==> src/design/vrsc_pkg.sv <==
// vrsc_pkg: shared widths, register indexes, route state type and saturating adders
// for the vehicle route split cost unit; depends on nothing
package vrsc_pkg;

  localparam int DemW     = 16;
  localparam int DistW    = 32;
  localparam int LimW     = 31;
  localparam int CapW     = 16;
  localparam int SpaceW   = 18;
  localparam int TripW    = 48;
  localparam int CostW    = 47;
  localparam int CfgIdxW  = 2;
  localparam int CfgDataW = 31;
  localparam int InDataW  = DemW + 4 * DistW;
  localparam int OutDataW = 48;

  typedef enum logic [CfgIdxW-1:0] {
    CFG_CAPACITY   = 2'd0,
    CFG_LIMIT_EN   = 2'd1,
    CFG_DIST_LIMIT = 2'd2
  } cfg_idx_t;

  typedef struct packed {
    logic signed [SpaceW-1:0] space_left;
    logic [TripW-1:0]         trip;
    logic [CostW-1:0]         total;
    logic                     err;
    logic                     in_route;
  } route_state_t;

  // trip distance plus one leg, clamped to the trip width
  function automatic logic [TripW-1:0] sat_trip(input logic [TripW-1:0] a,
                                               input logic [LimW-1:0] b);
    logic [TripW:0] s;
    s = {1'b0, a} + (TripW+1)'(b);
    return s[TripW] ? {TripW{1'b1}} : s[TripW-1:0];
  endfunction

  // route cost plus a finished trip, clamped to the cost width
  function automatic logic [CostW-1:0] sat_cost(input logic [CostW-1:0] a,
                                               input logic [TripW-1:0] b);
    logic [TripW:0] s;
    s = {2'b00, a} + {1'b0, b};
    return (s[TripW] | s[TripW-1]) ? {CostW{1'b1}} : s[CostW-1:0];
  endfunction

endpackage

==> src/design/vrsc_step.sv <==
// vrsc_step: per-customer route update, depot returns and missing edge detection
// depends on vrsc_pkg
module vrsc_step (
  input  logic [vrsc_pkg::CapW-1:0]          capacity,
  input  logic                               limit_enabled,
  input  logic [vrsc_pkg::LimW-1:0]          distance_limit,
  input  vrsc_pkg::route_state_t             st,
  input  logic [vrsc_pkg::DemW-1:0]          demand,
  input  logic signed [vrsc_pkg::DistW-1:0]  dist_prev_to_node,
  input  logic signed [vrsc_pkg::DistW-1:0]  dist_depot_to_node,
  input  logic signed [vrsc_pkg::DistW-1:0]  dist_node_to_depot,
  input  logic signed [vrsc_pkg::DistW-1:0]  dist_prev_to_depot,
  input  logic                               last_in_route,
  output vrsc_pkg::route_state_t             nxt
);
  import vrsc_pkg::*;

  logic                     first;
  logic signed [SpaceW-1:0] sl_e;
  logic [TripW-1:0]         trip_e;
  logic [CostW-1:0]         tot_e;
  logic                     err_e;
  logic [SpaceW:0]          diff;
  logic                     ret1, at1, ret2, at2, ret_far, over, fail;
  logic [DistW-1:0]         d1;
  logic [DistW-1:0]         sum_dep;
  logic [TripW+1:0]         sum_far;
  logic [CostW-1:0]         tot_ret;
  logic [SpaceW-1:0]        sl_base;

  always_comb begin
    first   = !st.in_route;
    sl_e    = first ? SpaceW'(capacity) : st.space_left;
    trip_e  = first ? '0 : st.trip;
    tot_e   = first ? '0 : st.total;
    err_e   = first ? 1'b0 : st.err;
    // capacity check
    diff    = {sl_e[SpaceW-1], sl_e} - (SpaceW+1)'(demand);
    ret1    = diff[SpaceW];
    at1     = first | ret1;
    d1      = at1 ? dist_depot_to_node : dist_prev_to_node;
    // distance limit check, from the depot or from the previous stop
    sum_dep = DistW'(dist_depot_to_node[LimW-1:0]) + DistW'(dist_node_to_depot[LimW-1:0]);
    sum_far = (TripW+2)'(trip_e) + (TripW+2)'(dist_prev_to_node[LimW-1:0])
            + (TripW+2)'(dist_node_to_depot[LimW-1:0]);
    over    = at1 ? (sum_dep > DistW'(distance_limit))
                  : (sum_far > (TripW+2)'(distance_limit));
    ret2    = limit_enabled & over;
    at2     = at1 | ret2;
    ret_far = (ret1 & !first) | (ret2 & !at1);
    tot_ret = sat_cost(tot_e, sat_trip(trip_e, dist_prev_to_depot[LimW-1:0]));
    fail    = (ret_far & dist_prev_to_depot[DistW-1])
            | d1[DistW-1]
            | (limit_enabled & dist_node_to_depot[DistW-1])
            | (ret2 & dist_depot_to_node[DistW-1])
            | (last_in_route & dist_node_to_depot[DistW-1]);
    sl_base = (ret1 | ret2) ? SpaceW'(capacity) : sl_e;

    nxt.space_left = sl_base - SpaceW'(demand);
    nxt.trip       = at2 ? TripW'(dist_depot_to_node[LimW-1:0])
                         : sat_trip(trip_e, dist_prev_to_node[LimW-1:0]);
    nxt.total      = ret_far ? tot_ret : tot_e;
    nxt.err        = err_e | fail;
    nxt.in_route   = !last_in_route;
  end

endmodule

==> src/design/vehicle_route_split_cost_unit.sv <==
// vehicle_route_split_cost_unit: top level, config registers, route state and result stages
// depends on vrsc_pkg and vrsc_step
// one customer transfer accepted per cycle while in_tready is high; the route state loops through one register
// a last customer's result is held in the pending stage, then passes the final return add into the output stage
// output backpressure stalls the input only once both result stages are full
// reset: synchronous active low, clears config registers, route state and valid flags
module vehicle_route_split_cost_unit (
  input  logic                               clk,
  input  logic                               rst_n,
  input  logic                               in_tvalid,
  output logic                               in_tready,
  // demand, dist_prev_to_node, dist_depot_to_node, dist_node_to_depot, dist_prev_to_depot
  input  logic [vrsc_pkg::InDataW-1:0]       in_tdata,
  input  logic                               in_tlast,
  output logic                               out_tvalid,
  input  logic                               out_tready,
  // route_cost, zero pad
  output logic [vrsc_pkg::OutDataW-1:0]      out_tdata,
  // failed
  output logic [0:0]                         out_tuser,
  input  logic                               cfg_valid,
  output logic                               cfg_ready,
  input  logic [vrsc_pkg::CfgIdxW-1:0]       cfg_index,
  input  logic [vrsc_pkg::CfgDataW-1:0]      cfg_data
);
  import vrsc_pkg::*;

  logic [CapW-1:0]  cap_r;
  logic             lim_en_r;
  logic [LimW-1:0]  lim_r;
  route_state_t     st_r, st_nxt;
  logic             p_valid_r, p_valid_nxt;
  logic [CostW-1:0] p_total_r;
  logic [TripW-1:0] p_trip_r;
  logic [LimW-1:0]  p_ntd_r;
  logic             p_fail_r;
  logic             out_valid_r, out_valid_nxt;
  logic [CostW-1:0] out_cost_r, cost_nxt;
  logic             out_fail_r;
  logic             in_acc, p_adv;

  assign cfg_ready  = 1'b1;
  assign p_adv      = p_valid_r & (!out_valid_r | out_tready);
  assign in_tready  = !p_valid_r | p_adv;
  assign in_acc     = in_tvalid & in_tready;
  assign out_tvalid = out_valid_r;
  assign out_tdata  = OutDataW'(out_cost_r);
  assign out_tuser  = out_fail_r;

  vrsc_step u_step (
    .capacity           (cap_r),
    .limit_enabled      (lim_en_r),
    .distance_limit     (lim_r),
    .st                 (st_r),
    .demand             (in_tdata[DemW-1:0]),
    .dist_prev_to_node  (in_tdata[DemW+DistW-1:DemW]),
    .dist_depot_to_node (in_tdata[DemW+2*DistW-1:DemW+DistW]),
    .dist_node_to_depot (in_tdata[DemW+3*DistW-1:DemW+2*DistW]),
    .dist_prev_to_depot (in_tdata[DemW+4*DistW-1:DemW+3*DistW]),
    .last_in_route      (in_tlast),
    .nxt                (st_nxt)
  );

  always_comb begin
    p_valid_nxt = p_valid_r;
    if (in_acc && in_tlast) begin
      p_valid_nxt = 1'b1;
    end else if (p_adv) begin
      p_valid_nxt = 1'b0;
    end
    out_valid_nxt = out_valid_r;
    if (p_adv) begin
      out_valid_nxt = 1'b1;
    end else if (out_tready) begin
      out_valid_nxt = 1'b0;
    end
    cost_nxt = p_fail_r ? '0 : sat_cost(p_total_r, sat_trip(p_trip_r, p_ntd_r));
  end

  always_ff @(posedge clk) begin
    if (!rst_n) begin
      cap_r       <= '0;
      lim_en_r    <= 1'b0;
      lim_r       <= '0;
      st_r        <= '0;
      p_valid_r   <= 1'b0;
      out_valid_r <= 1'b0;
    end else begin
      if (cfg_valid) begin
        case (cfg_index)
          CFG_CAPACITY:   cap_r    <= cfg_data[CapW-1:0];
          CFG_LIMIT_EN:   lim_en_r <= cfg_data[0];
          CFG_DIST_LIMIT: lim_r    <= cfg_data[LimW-1:0];
          default: ;
        endcase
      end
      if (in_acc) begin
        st_r <= st_nxt;
      end
      p_valid_r   <= p_valid_nxt;
      out_valid_r <= out_valid_nxt;
    end
  end

  always_ff @(posedge clk) begin
    if (in_acc && in_tlast) begin
      p_total_r <= st_nxt.total;
      p_trip_r  <= st_nxt.trip;
      p_ntd_r   <= in_tdata[DemW+2*DistW+LimW-1:DemW+2*DistW];
      p_fail_r  <= st_nxt.err;
    end
    if (p_adv) begin
      out_cost_r <= cost_nxt;
      out_fail_r <= p_fail_r;
    end
  end

`ifndef SYNTHESIS
  a_fail_zero_cost: assert property (@(posedge clk) disable iff (!rst_n)
    out_valid_r && out_fail_r |-> out_cost_r == '0)
    else $error("failed result with nonzero cost");

  a_pending_held: assert property (@(posedge clk) disable iff (!rst_n)
    p_valid_r && !p_adv |=> p_valid_r)
    else $error("pending result dropped");

  a_route_open: assert property (@(posedge clk) disable iff (!rst_n)
    in_acc |=> st_r.in_route == !$past(in_tlast))
    else $error("route open flag out of step with last marker");

  a_ready_when_empty: assert property (@(posedge clk) disable iff (!rst_n)
    !p_valid_r |-> in_tready)
    else $error("input stalled with empty pending stage");
`endif

endmodule

==> config.mk <==
export PLATFORM = sky130hd
export DESIGN_NAME = vehicle_route_split_cost_unit
export DESIGN_NICKNAME = d
export VERILOG_FILES = /design/src/design/vrsc_pkg.sv /design/src/design/vrsc_step.sv /design/src/design/vehicle_route_split_cost_unit.sv
export SDC_FILE = /design/constraint.sdc
export NUM_CORES = 1
export LEC_CHECK = 0
export ABC_AREA = 1
export ABC_CLOCK_PERIOD_IN_PS = 11740
export BUFFER_PORTS_ARGS = -buffer_cell sky130_fd_sc_hd__buf_2
export CORE_MARGIN = 4
export CORE_UTILIZATION = 60
export DETAILED_ROUTE_END_ITERATION = 12
export PLACE_DENSITY_LB_ADDON = 0.25
export SYNTH_ARGS = -nofsm -noshare
export SYNTH_HDL_FRONTEND = slang
export SYNTH_SLANG_ARGS = --single-unit
export TNS_END_PERCENT = 10
==> constraint.sdc <==
create_clock -name clk -period 11.74 [get_ports clk]
set_input_delay 2.348 -clock clk [delete_from_list [all_inputs] [get_ports clk]]
set_output_delay 2.348 -clock clk [all_outputs]
set_load 0.05 [all_outputs]
# ---- Word level (Yosys, flattened, before mapping)
# Cells that the tools add are included.
dict set report totals {
  in_bits 183
  out_inout_bits 52
  elab_cells 82
  reg_bits 340
}
dict set report op_classes {
  magnitude_cmp 2
  reduce_logical 12
  eq_ne 2
  add_sub_neg 10
  bitwise_logic 22
  mux 18
}
# op count
set op_table {}
lappend op_table {{$mux 48} 5}
lappend op_table {{$add 48x31->49} 4}
lappend op_table {{$mux 47} 4}
lappend op_table {{$add 47x48->49} 2}
lappend op_table {{$add 50x31->50} 1}
lappend op_table {{$gt 50x31->1} 1}
lappend op_table {{$mux 18} 2}
lappend op_table {{$add 31x31->32} 1}
lappend op_table {{$gt 32x31->1} 1}
lappend op_table {{$mux 32} 1}
lappend op_table {{$sub 18x17->19} 1}
lappend op_table {{$sub 18x16->18} 1}
lappend op_table {{$or 1x1->1} 13}
lappend op_table {{$and 1x1->1} 9}
lappend op_table {{$mux 1} 6}
lappend op_table {{$reduce_and 2->1} 3}
lappend op_table {{$logic_not 1->1} 5}
lappend op_table {{$reduce_bool 2->1} 2}
lappend op_table {{$eq 2x1->1 const B} 1}
lappend op_table {{$eq 2x2->1 const B} 1}
lappend op_table {{$logic_not 2->1} 1}
lappend op_table {{$logic_and 1x1->1} 1}

# ---- Logic depth before layout (Yosys ltp)
dict set report depth {
  depth_word 14
  ltp_mapped 73
}

# ---- Modules after synthesis
# From an unflattened synthesis, not the netlist that was laid out.
dict set report unflattened {
  cells_unflattened 5405
  area_unflattened_um2 35091.2
}
# mod instances area_per_inst_um2 seq_area_each_um2 cells_per_inst
set modules_own_cells {}
lappend modules_own_cells {vehicle_route_split_cost_unit 1 17640.7 8558.2 2185}
lappend modules_own_cells {vrsc_step 1 17450.5 0.0 3220}

# ---- Worst setup path after synthesis
# OpenSTA, ideal clock, no wires.
dict set report synth_timing {
  path_type {input -> register}
  start {input port in_tdata[48] (netlist name)}
  end {register st_r[113] (netlist name)}
  arrival_ns 9.280
  path_stages 50
  path_buffers 1
  required_ns 11.684
  slack_ns 2.405
  path_cell_list {ha_1 fa_1 nand3_1 nand2_1 nand2_1 o211ai_1 a21boi_0 o21ai_0 a21boi_0 o21ai_0 a21boi_0 o21ai_0 a21boi_0 o21ai_0 a21boi_0 o21ai_0 xor2_1 ha_1 [... 14 more ...] a21oi_1 o21ai_0 nand3_1 nand2_1 nand3_1 nand2_1 nand3_1 nand2_1 a21oi_1 o21bai_1 a21oi_1 inv_1 a21oi_1 inv_1 nand4_1 nand3_1 nand2_1 inv_1}
}
dict set report synth_between {
  elab_chain_len 7
}
# element line
set synth_rtl {}
lappend synth_rtl {{from (decl)} vehicle_route_split_cost_unit.sv:13} ;# input logic [vrsc_pkg::InDataW-1:0] in_tdata,
lappend synth_rtl {{$add 31x31->32} vrsc_step.sv:43} ;# sum_dep = DistW'(dist_depot_to_node[LimW-1:0]) + DistW'(dist_node_to_depot[LimW-1:0]);
lappend synth_rtl {{$gt 32x31->1} vrsc_step.sv:46} ;# over = at1 ? (sum_dep > DistW'(distance_limit))
lappend synth_rtl {{$mux 1} vrsc_step.sv:46}
lappend synth_rtl {{$and 1x1->1} vrsc_step.sv:48} ;# ret2 = limit_enabled & over;
lappend synth_rtl {{$or 1x1->1} vrsc_step.sv:57} ;# sl_base = (ret1 | ret2) ? SpaceW'(capacity) : sl_e;
lappend synth_rtl {{$mux 18} vrsc_step.sv:57}
lappend synth_rtl {{$sub 18x16->18} vrsc_step.sv:59} ;# nxt.space_left = sl_base - SpaceW'(demand);
lappend synth_rtl {{to (signal assigned)} vehicle_route_split_cost_unit.sv:98} ;# st_r <= st_nxt;
lappend synth_rtl {{to (decl)} vehicle_route_split_cost_unit.sv:31} ;# route_state_t st_r, st_nxt;
# No other way between the ends.
# A chain may end at the register's enable or synchronous reset.

# ---- Worst setup path in the final report
# Ends and elaborated chain as after synthesis.

==> metrics.txt <==
largest net degree at the start of global routing=99; TritonRoute pass-1 iters=6; Setup crit start kind=input port; Setup Buffers After CTS=0; Slew Limit Headroom=19.4%; number of global-route vias before repair=31200; post-synthesis simple-gate area fraction=28.8%; post-synthesis xor/xnor area fraction=5.80%; Worst setup EP type=flop; CP required=12.23 ns; crit-path max FO=33; die height=243 um; via count=33800; Antenna Cells=0; Clock Sink Count=340; final antenna-violating net count=0; Crit. Startpoint=in_tdata[48]; first-pass GRT wire length=167000 um; Pwr Total=4.09 mW; Top FF cell, synth=edfxtp_1; Chip Width=243 um; Port-buffer cells=232; CTS buffer count=40; most common cell after layout, fill and taps aside=nand2_1; hpwl dp=88800 um; main combinational cell family by area after synthesis=simple AND/OR/NAND/NOR gates; Seq/Total Area, Yosys=25.8%; FFs w/ async S/R, synth=0%; Synth cell types=64; multiplexer area fraction after synthesis=0.0301%; P&R area growth vs syn=8.92%; Starting Density=61.1%; Syn Area/Cell=6.62 sq um; Leak=18.8 nW; RSZ-0062 raised after global routing=no; Place WS=0.978 ns; number of nets in the layout=5700; post-route setup slack=1.46 ns; worst slew pin tran=1.21 ns; GP Congestion=1.10; Syn Inst Count=5016; VDD IR max=0.118 mV; share of layout cells above drive strength 1=10.3%; drt first-iter violations=3274; commonest non-fill, non-tap cells in the layout=nand2_1 (1223), inv_1 (689), nor2_1 (542); Fillers=5077; max-cap violations=0; Worst-path clk slew=0.06 ns; final wirelength=110000 um; crit path to=st_r[113]; Worst R2R End=st_r[113]; Post-Synth Adder-Cell Area=12.4%; Crit Path Category=in -> reg; R2R Path Start=st_r[0]; clk root buf=clkbuf_16; total core area=0.0543 sq mm; outcome=finished clean; min Tclk post-route=10.28 ns; Avg Vias per Cell=5.67; H-tree depth=2; Synth Area in Compound Gates=17.1%; Rows=85; Post-Synthesis Net Count=5524; YS warnings=0; final setup fails=0; GRT Overall Usage=35.5%; Final period util=87.6%; EDFF count, synth=175; Layout Skew=0.0228 ns; Clock Latency Late Sink=0.59 ns; endpoints failing hold=0; clock buffer depth=3; GRT overflow=0; Worst path max stage delay=0.41 ns; post_cts resized=0; worst reg-to-reg path cell count=56; Worst Hold Class=reg -> reg; Synth Register Bits=340; Layout Utilization=66.6%; CTS tree=built; initial antenna violation count=1; drt drc=0; Die Area=0.0592 sq mm; most used cell, CP=o21ai_0; hold buffer count at CTS=0; CP Data Arrival Time=10.77 ns; drt wl/cell=18.4 um; r2r setup slk=2.21 ns; Setup TNS Final=0 ns; Slew Viols, Final=0; f_max=97.3 MHz; Worst Hold Margin=0.475 ns; # IOs=235; P per Cell Area=113 mW/mm^2; Worst path slowest cell=fa_1; Syn Std Cell Area=0.0332 sq mm
## worst min path at each step
stage | slack (ns) | startpoint | cells past startpoint | end
final | 0.48 | cap_r[4] | 2 | cap_r[4]
after global placement | 0.46 | cap_r[4] | 2 | cap_r[4]
after detailed placement | 0.47 | cap_r[5] | 2 | cap_r[5]
after floorplan | 0.44 | cap_r[1] | 2 | cap_r[1]
after CTS | 0.48 | cap_r[5] | 2 | cap_r[5]
after global routing | 0.50 | cap_r[5] | 2 | cap_r[5]
## final cells by class
| cell class | count | area (sq um) | area share (%) |
|---|---|---|---|
| timing repair buffer | 249 | 1290 | 3.56 |
| clock buffer | 56 | 1150 | 3.19 |
| inverter | 722 | 2730 | 7.53 |
| multi-input combinational | 3839 | 21400 | 59.0 |
| sequential | 340 | 8560 | 23.7 |
| tap | 739 | 925 | 2.55 |
| clock inverter | 18 | 186 | 0.515 |
## cells by family (layout without fill, tap and decap cells)
| kind of cell | Yosys count | count (layout) |
|---|---|---|
| and+or+nand+nor | 2273 | 2273 |
| AOI/OAI and AO/OA | 1018 | 1018 |
| buffers and inverters | 837 | 1045 |
| DFF | 340 | 340 |
| adders and majority gates | 325 | 325 |
| xor gates and xnor gates | 220 | 220 |
| other | 2 | 2 |
| muxes | 1 | 1 |
## synthesized netlist by cell type, types with 8 or more instances
cell type / count / share of area [%]
xor2_1: 134 / 3.5
a21o_1: 9 / 0.20
or2_2: 37 / 0.70
o21ai_0: 270 / 4.1
nand2_2: 68 / 1.3
o211ai_1: 12 / 0.27
nor2_1: 543 / 6.1
inv_2: 24 / 0.27
dfxtp_1: 165 / 9.9
xnor2_1: 86 / 2.3
nand3_1: 264 / 4.0
edfxtp_1: 175 / 16
o21bai_1: 14 / 0.32
a31oi_1: 42 / 0.79
o31ai_1: 8 / 0.18
ha_1: 319 / 12
nand4_1: 39 / 0.73
o221ai_1: 12 / 0.32
o21ai_2: 46 / 1.2
nand2_1: 1224 / 14
nor2_2: 16 / 0.30
inv_1: 690 / 7.8
nor3_1: 31 / 0.47
o21a_1: 20 / 0.45
buf_6: 13 / 0.44
a21oi_1: 465 / 7.0
buf_2: 18 / 0.27
a21boi_0: 27 / 0.61
nand3_2: 11 / 0.33
nor4_1: 17 / 0.32
clkbuf_1: 66 / 0.75
o21ai_1: 67 / 1.0
## stage by stage
| stage | cells | cell area [sq um] |
|---|---|---|
| global placement | 5889 | 34900 |
| CTS | 5963 | 36200 |
| finish | 5963 | 36200 |
| floorplan | 5016 | 33200 |
| detailed placement | 5889 | 34900 |
| global route | 5963 | 36200 |
## routing by layer
| layer | up-vias | GRT usage [%] | wire length [um] |
|---|---|---|---|
| met2 | 1445 | 58.8 | 49300 |
| met5 | - | 0 | 0 |
| met4 | 0 | 15.9 | 5640 |
| met1 | 15300 | 46.8 | 46200 |
| li1 | 16800 | - | - |
| met3 | 251 | 4.13 | 8510 |
## state kept, by name, indices dropped and copies added (netlist names)
name        count
lim_en_r        1
p_ntd_r        31
p_valid_r       1
out_tvalid      1
out_tuser       1
out_cost_r     47
p_total_r      47
st_r          115
cap_r          16
lim_r          31
p_fail_r        1
p_trip_r       48
## critical path, delay by kind of cell
family | cells | cell delay (ns)
AOI/OAI and AO/OA | 22 | 4.19
xor gates and xnor gates | 1 | 0.16
adders and majority gates | 5 | 1.56
buffers and inverters | 4 | 0.59
and+or+nand+nor | 17 | 1.90
## power by group
group	internal, mW	switching, mW
Sequential	1.33	0.0420
Clock	0.755	0.542
Combinational	0.500	0.927
(Power assumes the default switching activity.)
